$ cat src/hdl/ters_pkg.sv
// Shared types and constants of the tiered event ring store.
// No dependencies.
`timescale 1ns / 1ps
`default_nettype none

package ters_pkg;

	// parameter defaults
	localparam int RECORD_SLOTS_DEF = 1024;
	localparam int SUBSYSTEMS_DEF   = 16;
	localparam int PAYLOAD_BITS_DEF = 32;

	// configuration
	localparam int          TOTAL_W     = 11;
	localparam logic [10:0] RESET_TOTAL = 11'd1024;
	localparam logic        CFG_TOTAL   = 1'b0;
	localparam logic        CFG_CATALOG = 1'b1;

	// header layout: message, level, presented, subsystem
	localparam int HDR_W = 25;

	// ring numbers
	localparam logic [1:0] RING_PRESENTED = 2'd0;
	localparam logic [1:0] RING_RECORD    = 2'd1;
	localparam logic [1:0] RING_DETAIL    = 2'd2;
	localparam logic [1:0] RING_BOOT      = 2'd3;

	// counter selectors
	localparam logic [4:0] CSEL_DROPPED   = 5'd0;
	localparam logic [4:0] CSEL_LOST      = 5'd1;
	localparam logic [4:0] CSEL_UNATTR    = 5'd2;
	localparam logic [4:0] CSEL_STORED    = 5'd3;
	localparam logic [4:0] CSEL_FILL      = 5'd4;
	localparam logic [4:0] CSEL_EVICT     = 5'd8;
	localparam logic [4:0] CSEL_SUBSYS    = 5'd12;

	typedef enum logic [1:0] {
		OP_APPEND       = 2'd0,
		OP_LOST         = 2'd1,
		OP_READ_ENTRY   = 2'd2,
		OP_READ_COUNTER = 2'd3
	} ters_op_e;

	// controller to datapath
	typedef struct packed {
		logic latch;
		logic drop_inc;
		logic victim_rd;
		logic tier_wr;
		logic boot_wr;
		logic lost_add;
		logic entry_rd;
		logic entry_load;
		logic count_load;
	} ters_cmd_t;

	// datapath to controller
	typedef struct packed {
		logic debug_level;
		logic out_free;
	} ters_stat_t;

endpackage

`default_nettype wire

$ cat src/hdl/ters_ctrl.sv
// Sequencing controller of the tiered event ring store.
// Depends on ters_pkg.
`timescale 1ns / 1ps
`default_nettype none

module ters_ctrl (
	input  wire logic                clk,
	input  wire logic                arst_n,
	input  wire logic                in_valid,
	input  wire logic [1:0]          operation,
	input  wire ters_pkg::ters_stat_t stat,
	output ters_pkg::ters_cmd_t      cmd,
	output logic                     busy
);
	import ters_pkg::*;

	typedef enum logic [7:0] {
		S_IDLE    = 8'b0000_0001,
		S_APP_RD  = 8'b0000_0010,
		S_APP_WR  = 8'b0000_0100,
		S_BOOT    = 8'b0000_1000,
		S_LOST    = 8'b0001_0000,
		S_ENT_RD  = 8'b0010_0000,
		S_ENT_OUT = 8'b0100_0000,
		S_CNT     = 8'b1000_0000
	} state_t;

	state_t state_q, state_nx;

	// state register
	always_ff @(posedge clk or negedge arst_n) begin
		if (!arst_n) begin
			state_q <= S_IDLE;
		end else begin
			state_q <= state_nx;
		end
	end

	// next state and commands
	always_comb begin
		state_nx = state_q;
		cmd      = '0;
		case (state_q)
			S_IDLE: begin
				if (in_valid) begin
					cmd.latch = 1'b1;
					case (ters_op_e'(operation))
						OP_APPEND:     state_nx = S_APP_RD;
						OP_LOST:       state_nx = S_LOST;
						OP_READ_ENTRY: state_nx = S_ENT_RD;
						default:       state_nx = S_CNT;
					endcase
				end
			end
			S_APP_RD: begin
				if (stat.debug_level) begin
					cmd.drop_inc = 1'b1;
					state_nx     = S_IDLE;
				end else begin
					cmd.victim_rd = 1'b1;
					state_nx      = S_APP_WR;
				end
			end
			S_APP_WR: begin
				cmd.tier_wr = 1'b1;
				state_nx    = S_BOOT;
			end
			S_BOOT: begin
				cmd.boot_wr = 1'b1;
				state_nx    = S_IDLE;
			end
			S_LOST: begin
				cmd.lost_add = 1'b1;
				state_nx     = S_IDLE;
			end
			S_ENT_RD: begin
				cmd.entry_rd = 1'b1;
				state_nx     = S_ENT_OUT;
			end
			S_ENT_OUT: begin
				if (stat.out_free) begin
					cmd.entry_load = 1'b1;
					state_nx       = S_IDLE;
				end
			end
			S_CNT: begin
				if (stat.out_free) begin
					cmd.count_load = 1'b1;
					state_nx       = S_IDLE;
				end
			end
			default: state_nx = S_IDLE;
		endcase
	end

	assign busy = (state_q != S_IDLE);

endmodule

`default_nettype wire

$ cat config.mk
export PLATFORM = sky130hd
export DESIGN_NAME = ters_ctrl
export DESIGN_NICKNAME = d
export VERILOG_FILES = /design/src/hdl/ters_pkg.sv /design/src/hdl/ters_ctrl.sv
export SDC_FILE = /design/constraint.sdc
export NUM_CORES = 1
export LEC_CHECK = 0
export BUFFER_PORTS_ARGS = -buffer_cell sky130_fd_sc_hd__buf_2
export CAP_MARGIN = 30
export CORE_AREA = 2 2 39 41
export DETAILED_ROUTE_END_ITERATION = 8
export DIE_AREA = 0 0 41 43
export MAX_ROUTING_LAYER = met4
export PLACE_DENSITY_LB_ADDON = 0.2
export SLEW_MARGIN = 20
export SYNTH_ARGS = -nofsm -noshare
export SYNTH_HDL_FRONTEND = slang
export SYNTH_SLANG_ARGS = --single-unit
$ cat constraint.sdc
create_clock -name clk -period 2.2 [get_ports clk]
set_input_delay 0.44 -clock clk [delete_from_list [all_inputs] [get_ports clk]]
set_output_delay 0.44 -clock clk [all_outputs]
set_load 0.02 [all_outputs]
---- Yosys cells after proc, flatten, opt, wreduce, memory -nomap -nowiden ----
Cells that the tools add are included.
Widths: inputs -> output; s select.
word-level totals
  bits in writable memories ............... 0
  memory bits (read-only) ................. 0
  word-level logic and storage cells ...... 34
  bits in registers ....................... 8
  memories kept ........................... 0
  latch bits .............................. 0
  input bits .............................. 7
operators by class
  bitwise logic cells ..................... 0
  eq/ne operators ......................... 13
  shift operators ......................... 0
  $mul .................................... 0
  divide/modulo/power cells ............... 0
  $add $sub $neg .......................... 0
  multiplexer cells ....................... 17
  reductions and logical operators ........ 3
  $lt $le $gt $ge ......................... 0
operators by type and width
  cell                count
  $pmux 8 s5          1
  $pmux 8 s3          1
  $mux 8              2
  $mux 1              11
  $eq 8x1->1 const B  1
  $eq 8x2->1 const B  1
  $eq 8x3->1 const B  1
  $eq 8x4->1 const B  1
  $eq 8x5->1 const B  1
  $eq 8x6->1 const B  1
  $eq 8x7->1 const B  1
  $eq 8x8->1 const B  1
  $ne 8x1->1 const B  1
  $mux 3              1
  $eq 2x1->1 const B  1
  $eq 2x2->1 const B  1
  $logic_not 2->1     1
  $mux 2              1
  $ne 2x1->1 const B  1
  $ne 2x2->1 const B  1
  $reduce_and 2->1    1
  $reduce_or 2->1     1

---- Logic depth before layout (Yosys ltp) ----
  depth after elaboration ................. 4
  mapped depth ............................ 4

---- Least setup slack after synthesis ----
No wires, ideal clock.
  path type ............................... flip-flop to output port
  from .................................... reg state_q[2]
  to ...................................... out cmd[1] (netlist name)
  arrival ................................. 1.503 ns
  required time ........................... 1.760 ns
  slack ................................... 0.257 ns
  cell stages (with the launch flop) ...... 4
  cells stage by stage .................... dfrtp_1 > nor4_4 > nand3_1 > nor3b_1
RTL lines
  item                    line             source
  from (decl)             ters_ctrl.sv:28  state_t state_q, state_nx;
  from (signal assigned)  ters_ctrl.sv:35  state_q <= state_nx;
  to (decl)               ters_ctrl.sv:12  output ters_pkg::ters_cmd_t cmd,

==> results.json <==
{
  "place_area_sq_um": 579,
  "p_int_mw": 0.339,
  "die-height_microns": 43,
  "drv_cap": 0,
  "syn-instance-count": 47,
  "antenna_found_initial": 0,
  "crit_path_max_fanout": 6,
  "largest_reg_flops": 8,
  "period_needed_ns": 2.10,
  "crit_chain": "nor4_4, nand4_1, inv_1, buf_2",
  "htree_levels": 1,
  "crit_buf_inv": 2,
  "grt_max_degree": 9,
  "peakVddDrop_uv": 430,
  "area.growth.synth_to_final_pct": 32.1,
  "power.leakage_nw": 0.352,
  "ys_ff_latch": 8,
  "ys_types": 24,
  "p_switching_mw": 0.194,
  "cts_max_path_buffers": 2,
  "crit_slowest_cell": "dfrtp_1",
  "die_w_microns": 41,
  "layout-drive-gt1-share_pct": 42.9,
  "via_count": 425,
  "drt_pass1_iterations": 4,
  "dieArea_sq_mm": 0.00176,
  "hpwl_microns": 750,
  "p_clk_share_pct": 21.6,
  "critical_path_class": "reg -> out",
  "relSlewSlack_pct": 77.0,
  "grt_pass1_wl_microns": 1580,
  "p_total_mw": 0.533,
  "rows": 14,
  "fillers": 139,
  "synth_area_per_cell_sq_um": 10.2,
  "crit_path_start_kind": "register",
  "fin_area_sq_um": 633,
  "syn_area_sq_um": 479,
  "top_regs": "state_q (8)",
  "pwr-share-comb_pct": 41.8,
  "drv_slew": 0,
  "period_share_pct": 95.3,
  "cp.required_ns": 1.76,
  "hold_viol": 0,
  "cts_root_buffer": "clkbuf_4",
  "end_kind": "output pin",
  "grt_overflow_total": 0,
  "clkSinkCount": 8,
  "cellPowerDensity_mw_per_mm2": 842,
  "tightest_slew_ns": 0.342,
  "regMostFlops": "state_q",
  "ys_warn_count": 0,
  "holdBufCountCts": 0,
  "rsz0062_at_grt": "yes",
  "antenna_cells": 0,
  "grt_util_all_layers_pct": 13.9,
  "setup_viol": 0,
  "gp_congestion": 0.715,
  "fmax_ghz": 0.477,
  "grt_pass1_vias": 383,
  "setup_tns_ns": 0,
  "via_per_inst": 4.94,
  "whs_ns": 0.0155,
  "drt_iter0_drc": 1,
  "cts_made_buffers": 3,
  "clk_pin_slew_ns": 0.05,
  "stdcell_count": 86,
  "fin_skew_ns": 0.00363,
  "cts_tree": "built",
  "fin_nets": 78,
  "hold_path_class": "in -> async",
  "yosysSeqAreaShare_pct": 42.0,
  "clk_latency_ns": 0.25,
  "switching_share_pct": 36.4,
  "slowest_delay_ns": 0.43,
  "design.core.area_sq_mm": 0.00138,
  "initial_core_util_pct": 34.6,
  "p_seq_share_pct": 36.6,
  "cp.arrival_ns": 1.66,
  "syn_nets": 54,
  "post_drt_wl_per_cell_microns": 11.5,
  "drtAntennaViolNets": 0,
  "ios": 17,
  "status": "completed",
  "wl_microns": 991,
  "place_inst": 79,
  "drc": 0,
  "port_buffers": 16,
  "crit_family": "simple AND/OR/NAND/NOR gates"
}
==> area by class of cell <==
cell class                      count  area (sq um)  area share, %
Tap cell                           16          20.0           3.16
Inverter                            2          7.51           1.19
Clock buffer                        4          26.3           4.15
Sequential cell                     8           201           31.8
Timing Repair Buffer               19           103           16.2
Multi-Input combinational cell     37           275           43.5
==> metrics by stage <==
stage | setup WS [ns] | utilization (%)
global route | -0.0270 | 45.8
floorplan | 0.257 | -
CTS | 0.0651 | 43.8
global placement | 0.337 | 41.9
detailed placement | 0.358 | 41.9
finish | 0.104 | 45.8
==> cells in the final DEF (no fill, tap or decap) <==
master / n
a32o_1: 1
and2_1: 1
and2b_1: 1
and3_1: 1
and3b_2: 2
and4_1: 1
and4b_1: 2
and4b_2: 1
buf_2: 16
buf_4: 3
clkbuf_1: 1
clkbuf_4: 3
dfrtp_1: 7
dfstp_2: 1
inv_1: 2
nand2_1: 3
nand3_1: 2
nand3_2: 1
nand4_1: 1
nand4b_1: 2
nor2_1: 7
nor2b_1: 1
nor3_1: 1
nor3b_1: 3
nor3b_2: 1
nor4_2: 1
nor4_4: 1
or3_1: 1
xor2_1: 2
==> path summary, 6_finish.rpt <==
check / from / endpoint / slack (ns) / depth (start not counted)
worst max-delay path: state_q[5] / cmd[8] / 0.10 / 4
worst min-delay path: arst_n / state_q[2] / 0.02 / 1
worst max register to register: state_q[7] / state_q[0] / 0.46 / 4
worst min register to register: state_q[6] / state_q[6] / 0.61 / 2
max in group asynchronous: arst_n / state_q[0] / 1.95 / 1
min in group clk: stat[1] / state_q[2] / 0.36 / 2
==> power by group through the flow <==
stage,combinational (mW),clock [mW],sequential [mW]
finish,0.223,0.115,0.195
global placement,0.197,0,0.197
detailed placement,0.197,0,0.197
global route,0.247,0.132,0.198
floorplan,0.143,0,0.193
CTS,0.199,0.121,0.195
==> cells in the mapped netlist (all sizes together) <==
master / instances / area (sq um)
dfrtp: 7 / 175
nor2: 7 / 26.3
nor3b: 4 / 30.0
and4b: 3 / 31.3
nand2: 3 / 11.3
nand3: 3 / 20.0
and3b: 2 / 20.0
inv: 2 / 7.51
nand4b: 2 / 17.5
nor4: 2 / 33.8
xor2: 2 / 17.5
a32o: 1 / 10.0
and2: 1 / 6.26
and2b: 1 / 7.51
and3: 1 / 6.26
and4: 1 / 8.76
dfstp: 1 / 26.3
nand4: 1 / 6.26
nor2b: 1 / 6.26
nor3: 1 / 5.00
or3: 1 / 6.26
==> routing by layer <==
| metal | track usage, % | vias to the layer above | routed length [microns] |
|---|---|---|---|
| met3 | 3.14 | 0 | 40 |
| li1 | - | 217 | - |
| met5 | - | - | 0 |
| met2 | 19.4 | 10 | 497 |
| met4 | 8.00 | 0 | 0 |
| met1 | 18.0 | 198 | 453 |
==> cells by family (layout without fill, tap and decap cells) <==
logic type / count (synthesis) / in the layout / synth area share [%]
AO/OA/AOI/OAI: 1 / 1 / 2.09
XOR/XNOR: 2 / 2 / 3.66
buffers and inverters: 2 / 25 / 1.57
flip-flops: 8 / 8 / 42.0
AND/OR/NAND/NOR: 34 / 34 / 50.7
==> repair_timing <==
action,in CTS,in global routing
endpoints found under the hold margin,0,0
setup endpoints to repair,0,4
buffers inserted,0,3
resized for setup,0,1
Power figures use the tool's default switching activity.
